===== src/rtl/scpa_pkg.sv =====
// shared constants and types for the size class pool allocator
package scpa_pkg;

  localparam int unsigned PoolGranules  = 4096;
  localparam int unsigned GranuleBytes  = 8;
  localparam int unsigned MaxSmallBytes = 128;
  localparam int unsigned NumClasses    = 16;
  localparam int unsigned DefaultBatch  = 20;
  localparam int unsigned MaxBatch      = 32;
  localparam int unsigned RefillTries   = 4;

  localparam int unsigned AddrW  = $clog2(PoolGranules);
  localparam int unsigned PtrW   = AddrW + 1;
  localparam int unsigned ClassW = $clog2(NumClasses);
  localparam int unsigned SizeW  = 12;
  localparam int unsigned BatchW = 6;
  localparam int unsigned GranW  = ClassW + 1;
  localparam int unsigned ShiftW = $clog2(GranuleBytes);

  typedef logic [1:0] status_t;
  localparam status_t StOk      = 2'd0;
  localparam status_t StZero    = 2'd1;
  localparam status_t StTooBig  = 2'd2;
  localparam status_t StOom     = 2'd3;

  typedef enum logic [3:0] {
    S_IDLE,
    S_POP_RD,
    S_POP_WAIT,
    S_REFILL,
    S_THREAD,
    S_SEARCH,
    S_SRCH_WAIT,
    S_FRAG,
    S_DONE
  } state_e;

  typedef struct packed {
    logic             we;
    logic [AddrW-1:0] waddr;
    logic [PtrW-1:0]  wdata;
    logic             re;
    logic [AddrW-1:0] raddr;
  } link_req_t;

endpackage


===== src/rtl/scpa_ctrl.sv =====
// allocator sequencer: class heads, carve region and list operations
module scpa_ctrl (
  input  logic                            clk_i,
  input  logic                            rst_ni,
  input  logic                            cfg_valid_i,
  output logic                            cfg_ready_o,
  input  logic [scpa_pkg::BatchW-1:0]     cfg_data_i,
  input  logic                            in_valid_i,
  output logic                            in_ready_o,
  input  logic                            in_action_i,
  input  logic [scpa_pkg::SizeW-1:0]      in_size_i,
  input  logic [scpa_pkg::AddrW-1:0]      in_addr_i,
  output logic                            out_valid_o,
  input  logic                            out_ready_i,
  output logic [scpa_pkg::AddrW-1:0]      out_addr_o,
  output scpa_pkg::status_t               out_status_o,
  output scpa_pkg::link_req_t             link_req_o,
  input  logic [scpa_pkg::PtrW-1:0]       link_rdata_i,
  output scpa_pkg::state_e                state_o
);
  localparam int unsigned AW = scpa_pkg::AddrW;
  localparam int unsigned PW = scpa_pkg::PtrW;
  localparam int unsigned CW = scpa_pkg::ClassW;
  localparam int unsigned GW = scpa_pkg::GranW;
  localparam int unsigned NC = scpa_pkg::NumClasses;
  localparam int unsigned SizeW1 = scpa_pkg::SizeW + 1;

  scpa_pkg::state_e state_q, state_d;
  logic [PW-1:0] heads_q [NC];
  logic [PW-1:0] head_wdata;
  logic          head_we;
  logic [CW-1:0] head_widx;
  logic [PW-1:0] cs_q, cs_d, ce_q, ce_d;
  logic [scpa_pkg::BatchW-1:0] batch_q;
  logic [CW-1:0] cls_q, cls_d, k_q, k_d;
  logic [GW-1:0] g_q, g_d;
  logic [5:0]    objs_q, objs_d;
  logic [2:0]    tries_q, tries_d;
  logic [PW-1:0] ptr_q, ptr_d;
  logic [AW-1:0] res_q, res_d;
  scpa_pkg::status_t st_q, st_d;
  logic          ovalid_q, ovalid_d;
  logic [AW-1:0] oaddr_q;
  scpa_pkg::status_t ost_q;

  logic [PW-1:0] left;
  logic [5:0]    nbatch;
  logic [PW-1:0] gsum;
  logic          fits_more;
  logic [PW-1:0] gext;
  logic [SizeW1-1:0] szr;
  logic [SizeW1-1:0] gr_full;

  assign gext   = PW'(g_q);
  assign left   = (ce_q > cs_q) ? (ce_q - cs_q) : '0;
  assign nbatch = (batch_q == '0) ? 6'd1 :
                  (batch_q > 6'(scpa_pkg::MaxBatch)) ? 6'(scpa_pkg::MaxBatch) : batch_q;
  // next carve offset still inside the region and under the batch
  assign gsum      = ptr_q + gext;
  assign fits_more = (gsum + gext <= ce_q) && (objs_q < nbatch);
  assign szr       = SizeW1'(in_size_i) + SizeW1'(scpa_pkg::GranuleBytes - 1);
  assign gr_full   = szr >> scpa_pkg::ShiftW;

  assign cfg_ready_o  = 1'b1;
  assign in_ready_o   = (state_q == scpa_pkg::S_IDLE);
  assign out_valid_o  = ovalid_q;
  assign out_addr_o   = oaddr_q;
  assign out_status_o = ost_q;
  assign state_o      = state_q;

  always_comb begin
    state_d = state_q; cs_d = cs_q; ce_d = ce_q; cls_d = cls_q; k_d = k_q;
    g_d = g_q; objs_d = objs_q; tries_d = tries_q; ptr_d = ptr_q;
    res_d = res_q; st_d = st_q; ovalid_d = ovalid_q;
    head_we = 1'b0; head_widx = cls_q; head_wdata = '0;
    link_req_o = '0;
    if (ovalid_q && out_ready_i) ovalid_d = 1'b0;
    case (state_q)
      scpa_pkg::S_IDLE: begin
        if (in_valid_i && in_ready_o) begin
          g_d   = GW'(gr_full);
          cls_d = CW'(gr_full - 1'b1);
          res_d = '0;
          st_d  = scpa_pkg::StOk;
          if (in_size_i == '0) begin
            st_d = scpa_pkg::StZero; state_d = scpa_pkg::S_DONE;
          end else if ((in_size_i > scpa_pkg::SizeW'(scpa_pkg::MaxSmallBytes)) ||
                       (gr_full > SizeW1'(NC))) begin
            st_d = scpa_pkg::StTooBig; state_d = scpa_pkg::S_DONE;
          end else if (in_action_i) begin
            if ((PW+1)'(in_addr_i) + (PW+1)'(gr_full) >
                (PW+1)'(scpa_pkg::PoolGranules)) begin
              st_d = scpa_pkg::StTooBig;
            end else begin
              link_req_o.we    = 1'b1;
              link_req_o.waddr = in_addr_i;
              link_req_o.wdata = heads_q[CW'(gr_full - 1'b1)];
              head_we    = 1'b1;
              head_widx  = CW'(gr_full - 1'b1);
              head_wdata = PW'(in_addr_i) + 1'b1;
            end
            state_d = scpa_pkg::S_DONE;
          end else begin
            state_d = scpa_pkg::S_POP_RD;
          end
        end
      end
      scpa_pkg::S_POP_RD: begin
        if (heads_q[cls_q] == '0) begin
          tries_d = '0; state_d = scpa_pkg::S_REFILL;
        end else begin
          link_req_o.re    = 1'b1;
          link_req_o.raddr = AW'(heads_q[cls_q] - 1'b1);
          res_d   = AW'(heads_q[cls_q] - 1'b1);
          state_d = scpa_pkg::S_POP_WAIT;
        end
      end
      scpa_pkg::S_POP_WAIT: begin
        head_we = 1'b1; head_widx = cls_q; head_wdata = link_rdata_i;
        state_d = scpa_pkg::S_DONE;
      end
      scpa_pkg::S_REFILL: begin
        if (tries_q == 3'(scpa_pkg::RefillTries)) begin
          st_d = scpa_pkg::StOom; res_d = '0; state_d = scpa_pkg::S_DONE;
        end else if (left >= gext) begin
          res_d  = AW'(cs_q);
          ptr_d  = cs_q;
          objs_d = 6'd1;
          state_d = scpa_pkg::S_THREAD;
        end else begin
          state_d = scpa_pkg::S_FRAG;
        end
      end
      scpa_pkg::S_THREAD: begin
        // ptr_q is the last carved block; carve one more each cycle
        if (fits_more) begin
          if (objs_q == 6'd1) begin
            head_we = 1'b1; head_widx = cls_q; head_wdata = gsum + 1'b1;
          end else begin
            link_req_o.we    = 1'b1;
            link_req_o.waddr = AW'(ptr_q);
            link_req_o.wdata = gsum + 1'b1;
          end
          ptr_d  = gsum;
          objs_d = objs_q + 1'b1;
        end else begin
          if (objs_q > 6'd1) begin
            link_req_o.we    = 1'b1;
            link_req_o.waddr = AW'(ptr_q);
            link_req_o.wdata = '0;
          end
          cs_d    = gsum;
          state_d = scpa_pkg::S_DONE;
        end
      end
      scpa_pkg::S_FRAG: begin
        if (left != '0) begin
          link_req_o.we    = 1'b1;
          link_req_o.waddr = AW'(cs_q);
          link_req_o.wdata = heads_q[CW'(left - 1'b1)];
          head_we    = 1'b1;
          head_widx  = CW'(left - 1'b1);
          head_wdata = cs_q + 1'b1;
        end
        cs_d = ce_q;
        k_d  = cls_q;
        state_d = scpa_pkg::S_SEARCH;
      end
      scpa_pkg::S_SEARCH: begin
        if (heads_q[k_q] != '0) begin
          link_req_o.re    = 1'b1;
          link_req_o.raddr = AW'(heads_q[k_q] - 1'b1);
          ptr_d   = heads_q[k_q] - 1'b1;
          state_d = scpa_pkg::S_SRCH_WAIT;
        end else if (k_q == CW'(NC - 1)) begin
          st_d = scpa_pkg::StOom; res_d = '0; state_d = scpa_pkg::S_DONE;
        end else begin
          k_d = k_q + 1'b1;
        end
      end
      scpa_pkg::S_SRCH_WAIT: begin
        head_we = 1'b1; head_widx = k_q; head_wdata = link_rdata_i;
        cs_d = ptr_q;
        ce_d = ((PW+1)'(ptr_q) + (PW+1)'(k_q) + 1'b1 > (PW+1)'(scpa_pkg::PoolGranules))
               ? PW'(scpa_pkg::PoolGranules) : PW'(ptr_q + PW'(k_q) + 1'b1);
        tries_d = tries_q + 1'b1;
        state_d = scpa_pkg::S_REFILL;
      end
      scpa_pkg::S_DONE: begin
        if (!ovalid_q) begin
          ovalid_d = 1'b1; state_d = scpa_pkg::S_IDLE;
        end
      end
      default: state_d = scpa_pkg::S_IDLE;
    endcase
  end

  always_ff @(posedge clk_i or negedge rst_ni) begin
    if (!rst_ni) begin
      state_q  <= scpa_pkg::S_IDLE;
      cs_q     <= '0;
      ce_q     <= PW'(scpa_pkg::PoolGranules);
      batch_q  <= scpa_pkg::BatchW'(scpa_pkg::DefaultBatch);
      ovalid_q <= 1'b0;
      tries_q  <= '0;
      for (int n = 0; n < NC; n++) heads_q[n] <= '0;
    end else begin
      state_q  <= state_d;
      cs_q     <= cs_d;
      ce_q     <= ce_d;
      ovalid_q <= ovalid_d;
      tries_q  <= tries_d;
      if (cfg_valid_i) batch_q <= cfg_data_i;
      if (head_we) heads_q[head_widx] <= head_wdata;
    end
  end

  always_ff @(posedge clk_i) begin
    cls_q <= cls_d; k_q <= k_d; g_q <= g_d; objs_q <= objs_d;
    ptr_q <= ptr_d; res_q <= res_d; st_q <= st_d;
    // result register, loaded when the result is handed to the output side
    if (state_q == scpa_pkg::S_DONE && !ovalid_q) begin
      oaddr_q <= res_q;
      ost_q   <= st_q;
    end
  end

endmodule


===== config.mk =====
export PLATFORM = sky130hd
export DESIGN_NAME = scpa_ctrl
export DESIGN_NICKNAME = d
export VERILOG_FILES = /design/src/rtl/scpa_pkg.sv /design/src/rtl/scpa_ctrl.sv
export SDC_FILE = /design/constraint.sdc
export NUM_CORES = 1
export LEC_CHECK = 0
export BUFFER_PORTS_ARGS = -buffer_cell sky130_fd_sc_hd__buf_2
export CORE_AREA = 2 2 206 208
export DETAILED_ROUTE_END_ITERATION = 8
export DIE_AREA = 0 0 208 210
export PLACE_DENSITY = 0.84
export SLEW_MARGIN = 0
export SYNTH_ARGS = -nofsm -noshare
export SYNTH_HDL_FRONTEND = slang
export SYNTH_SLANG_ARGS = --single-unit

===== constraint.sdc =====
create_clock -name clk_i -period 10.07 [get_ports clk_i]
set_clock_uncertainty 0.15 [all_clocks]
set_input_delay 2.014 -clock clk_i [delete_from_list [all_inputs] [get_ports clk_i]]
set_output_delay 2.014 -clock clk_i [all_outputs]
set_load 0.1 [all_outputs]

Yosys cells after proc, flatten, opt, wreduce, memory -nomap -nowiden --
Cells that the tools add are included.
Storage, ports and cells: logic and storage cells 231, register bits 308, output and inout bits 60, input port bits 49
Cells by class: reduce and logical (&&, ||, !) cells 30, $add $sub $neg 19, mux-type cells 104, bitwise gates (word level) 5, eq/ne operators 26, magnitude comparators 16
Operators with widths (count):
- $mux 13 | 26
- $mux 26 | 9
- $bmux 13 s4 | 4
- $bwmux 208 | 1
- $pmux 13 s3 | 2
- $pmux 26 s3 | 1
- $mux 12 | 6
- $mux 4 | 17
- $demux 13 s4 | 1
- $pmux 13 s4 | 1
- $pmux 12 s4 | 1
- $add 13x1->13 const B | 3
- $pmux 4 s9 | 1
- $mux 6 | 5
- $add 13x5->13 | 2
- $pmux 13 s2 | 1
- $reduce_bool 13->1 | 2
- $ge 5x5->1 const B | 5
- $not 4->5 | 5
- $ne 2x2->1 const B | 12
- $mux 2 | 9
- $eq 4x3->1 const B | 4
- $add 13x4->14 | 1
- $add 14x1->14 const B | 1
- 53 further kinds | 80

Depth between registers and ports, before layout --
word-level depth 15, gate-level depth with buffers 26, gate-level depth less buffers 24

Worst setup path after synthesis --
Ideal clock, no wire load.
path type input port to output port, start point in in_size_i[2] (netlist name), end point out link_req_o[27] (netlist name), buffers on the path 3, setup slack 0.206 ns, arrival 7.700 ns, stages 14, required time 7.906 ns, cell sequence nor3_1 xnor2_1 inv_2 buf_1 buf_1 ha_1 nand2b_1 a221oi_1 o31ai_1 or2_2 a211oi_1 inv_1 clkbuf_1 o21ai_0
RTL lines:
- from (decl) | line scpa_ctrl.sv:11 | input logic [scpa_pkg::SizeW-1:0] in_size_i,
- to (decl) | line scpa_ctrl.sv:17 | output scpa_pkg::link_req_t link_req_o,

==> impl_results.md <==
- Status: completed
- Placed wire-length estimate: 56,500 um
- Yosys warnings: 0
- Max Freq: 105 MHz
- CP arrival: 7.38 ns
- VDD IR-drop max: 0.151 mV
- Slowest cell on the critical path: and2_1
- CTS sink cnt: 308
- Post-synth EDFFs: 60
- Die Wd: 208 um
- Clk_lat worst skew: 0.58 ns
- Post-route cell area: 26,300 sq um
- Worst slew pin tran: 1.45 ns
- DRC Markers: 0
- CP top delay family: compound AO/OA/AOI/OAI gates
- GRT overflow: 0
- Final Critical Period: 9.55 ns
- CP max stage delay: 0.60 ns
- Endpoints failing setup: 0
- Post-Synthesis Cell Area: 24,100 sq um
- Routability cong.: 0.993
- Slew headroom: 0.0225
- Most area-consuming cells after synthesis: dfrtp_1 (25%), mux4_2 (22%), mux2_2 (8.4%)
- Asr flop ratio synth: 0.805
- Drt first pass iters: 8
- Cell Rows: 75
- Critical Path Sink Type: output port
- Clock transition at path regs: 0.06 ns
- I/O pin count: 109
- R2R Setup Slk: 2.30 ns
- Period utilization: 0.948
- Flops & latches, synth: 308
- Core area: 41,500 sq um
- DP Area: 25,100 sq um
- Util after Layout: 0.633
- Largest net degree at the start of global routing: 108
- Remaining antenna violation count: 0
- Vias in the first global route: 20,127
- Vias: 20,099
- Starting Density: 0.582
- Layout fillers: 3,106
- Violation count after the first detailed-route iteration: 2,897
- Die Area: 43,700 sq um
- Fin Hold WS: 0.268 ns
- Layout Nets: 2,251
- Worst Hold Class: flop to flop
- Routed wire length: 82,800 um
- Register area share after synthesis: 0.332
- CTS root buf: clkbuf_16
- RSZ-0062 raised after global routing: false
- Synth Net Count: 2,208
- Total negative setup slack: 0 ns
- Slew Viols, Final: 0
- Top FF cell, synth: dfrtp_1
- H-tree depth: 2
- CP cell instances: ha_1, inv_1, fa_1, nor2b_1, o21ai_0, a21oi_1, o21ai_0, xnor2_1, nand2_1, nor3_1, nand2_1, xor2_1, ha_1, nand2_1, nand3_1, a2111oi_0, o31a_1, o2111ai_1, nor2_1, and2_1, a22oi_1, o21ai_0, buf_2
- Die Y-Extent: 210 um
- First-pass GRT wire length: 125,000 um
- IO buf count: 107
- Clk buf depth: 3
- Critical path buffers and inverters: 2
- Seq. cell area: 8010 sq um
- Crit Path Category: flop to output port
- Yosys top cell by area: dfrtp_1
- Mapped Cells: 2,077
- Fin. Hold Viols: 0
- MaxCap Viol Count: 0
- Area Overhead vs Synth: 8.87%
- Type of origin of the critical path: flop
- Top-area cell type share of the netlist area: 0.254
- Routed vias/inst: 7.48
- Crit Path Max Fanout: 8
- Cts hold-fix bufs: 0
- Cell Pwr Density: 142 nW/um^2
- GRT Util Overall: 0.383
- Worst endpoint required time: 7.91 ns
- Routed len/inst: 30.8 um
- Cell variety after synth: 91
- TritonCTS Buffers: 35
- CTS tree: built
- Synthesized area per cell: 11.6 sq um
- Area of the multi-input gates: 15,200 sq um
- Share of cells above drive strength 1: 0.308
- Leakage: 0.0111 uW
- Initial antenna violation count: 3
[flip-flops by register name, summed over array words and instances (netlist names), 3 cells and up]
signal / flops
cs_q: 13
k_q: 4
out_addr_o: 12
state_o: 4
g_q: 5
cls_q: 4
ptr_q: 13
res_q: 12
ce_q: 13
batch_q: 6
objs_q: 6
heads_q: 208
tries_q: 3
[placed cells by master, fill, tap and decap left out, drive strengths merged, types with 12 or more instances in the layout]
cell,synthesis,final
a22oi,31,31
a211oi,14,14
o21ai,81,81
o22ai,25,25
mux2i,32,32
xor2,50,50
ha,77,77
dfrtp,245,245
xnor2,66,66
nand4,15,15
and3,15,15
nand2b,17,17
mux2,233,233
nor2,93,93
inv,87,87
a21oi,70,70
a21o,15,15
clkinv,1,12
and2,15,15
clkbuf,97,49
or3,14,14
edfxtp,60,60
nor4,12,12
o211ai,24,24
mux4,234,234
nor3,25,25
nand2,151,151
buf,50,153
nor2b,19,19
nand3,56,56
[per-stage QoR]
| step | power, uW | setup slack, ns | std cells |
|---|---|---|---|
| after global routing | 3840 | 0.138 | 2684 |
| after floorplan | 2120 | 0.206 | 2077 |
| final | 3740 | 0.523 | 2686 |
| after global placement | 2410 | 1.24 | 2620 |
| after CTS | 3710 | 0.635 | 2682 |
| after detailed placement | 2430 | 1.21 | 2620 |
[routing by layer]
metal,part of all wire,vias up,GRT usage
met3,0.14,497,0.133
li1,-,8132,-
met2,0.44,1681,0.569
met5,0.00011,-,0.00334
met1,0.33,9787,0.462
met4,0.090,2,0.288
[kinds of logic after synthesis]
family                   count (synthesis)  synth area share
flip-flops                             308             0.332
AND/OR/NAND/NOR                        467            0.0973
XOR/XNOR                               116            0.0421
multiplexers                           499             0.340
AO/OA/AOI/OAI                          369             0.105
buffers and inverters                  235            0.0395
adder cells (fa/ha/maj)                 82            0.0441
other                                    1          0.000155
[cell usage after synthesis (all sizes together), types with 15 or more instances]
master	n
nand4	15
a22oi	31
mux2i	32
nor2b	19
mux4	234
o211ai	24
nand2b	17
ha	77
dfrtp	245
nand3	56
buf	50
o22ai	25
and2	15
a21o	15
xnor2	66
o21ai	81
a21oi	70
xor2	50
nand2	151
clkbuf	97
edfxtp	60
mux2	233
nor2	93
nor3	25
and3	15
inv	87
[power by group]
group	total, uW	switching [uW]	leakage, uW	internal (uW)
logic	1060	745	0.00659	318
clock network	1300	558	0.000553	739
registers	1380	44.3	0.00399	1340
total	3740	1350	0.0111	2390
[worst paths after layout]
path                                         from                       end  cells past startpoint
setup / recovery                 g_q[0]$_DFFE_PP_            link_req_o[18]                     23
max in group asynchronous                  rst_ni  heads_q[171]$_DFFE_PN0P_                      2
hold reg to reg            res_q[5]$_SDFFCE_PP0P_   out_addr_o[5]$_DFFE_PP_                      0
min in group asynchronous                  rst_ni       ce_q[0]$_DFFE_PN0P_                      1
hold / removal             res_q[5]$_SDFFCE_PP0P_   out_addr_o[5]$_DFFE_PP_                      0
setup reg to reg                 g_q[0]$_DFFE_PP_  heads_q[154]$_DFFE_PN0P_                     24
[repair_timing]
action | 4_1_cts | 5_1_grt
setup endpoints to repair | 0 | 1
buffers inserted | 0 | 0
gates resized for setup | 0 | 1
[cell type report]
class / count / area share
timing repair buffer: 153 / 0.0344
tap: 539 / 0.0257
inverter: 88 / 0.0126
clock inverter: 13 / 0.00486
antenna: 2 / 0.000190
clock buffer: 49 / 0.0377
multi-input combinational: 1534 / 0.580
sequential: 308 / 0.305
(Power assumes the default switching activity.)
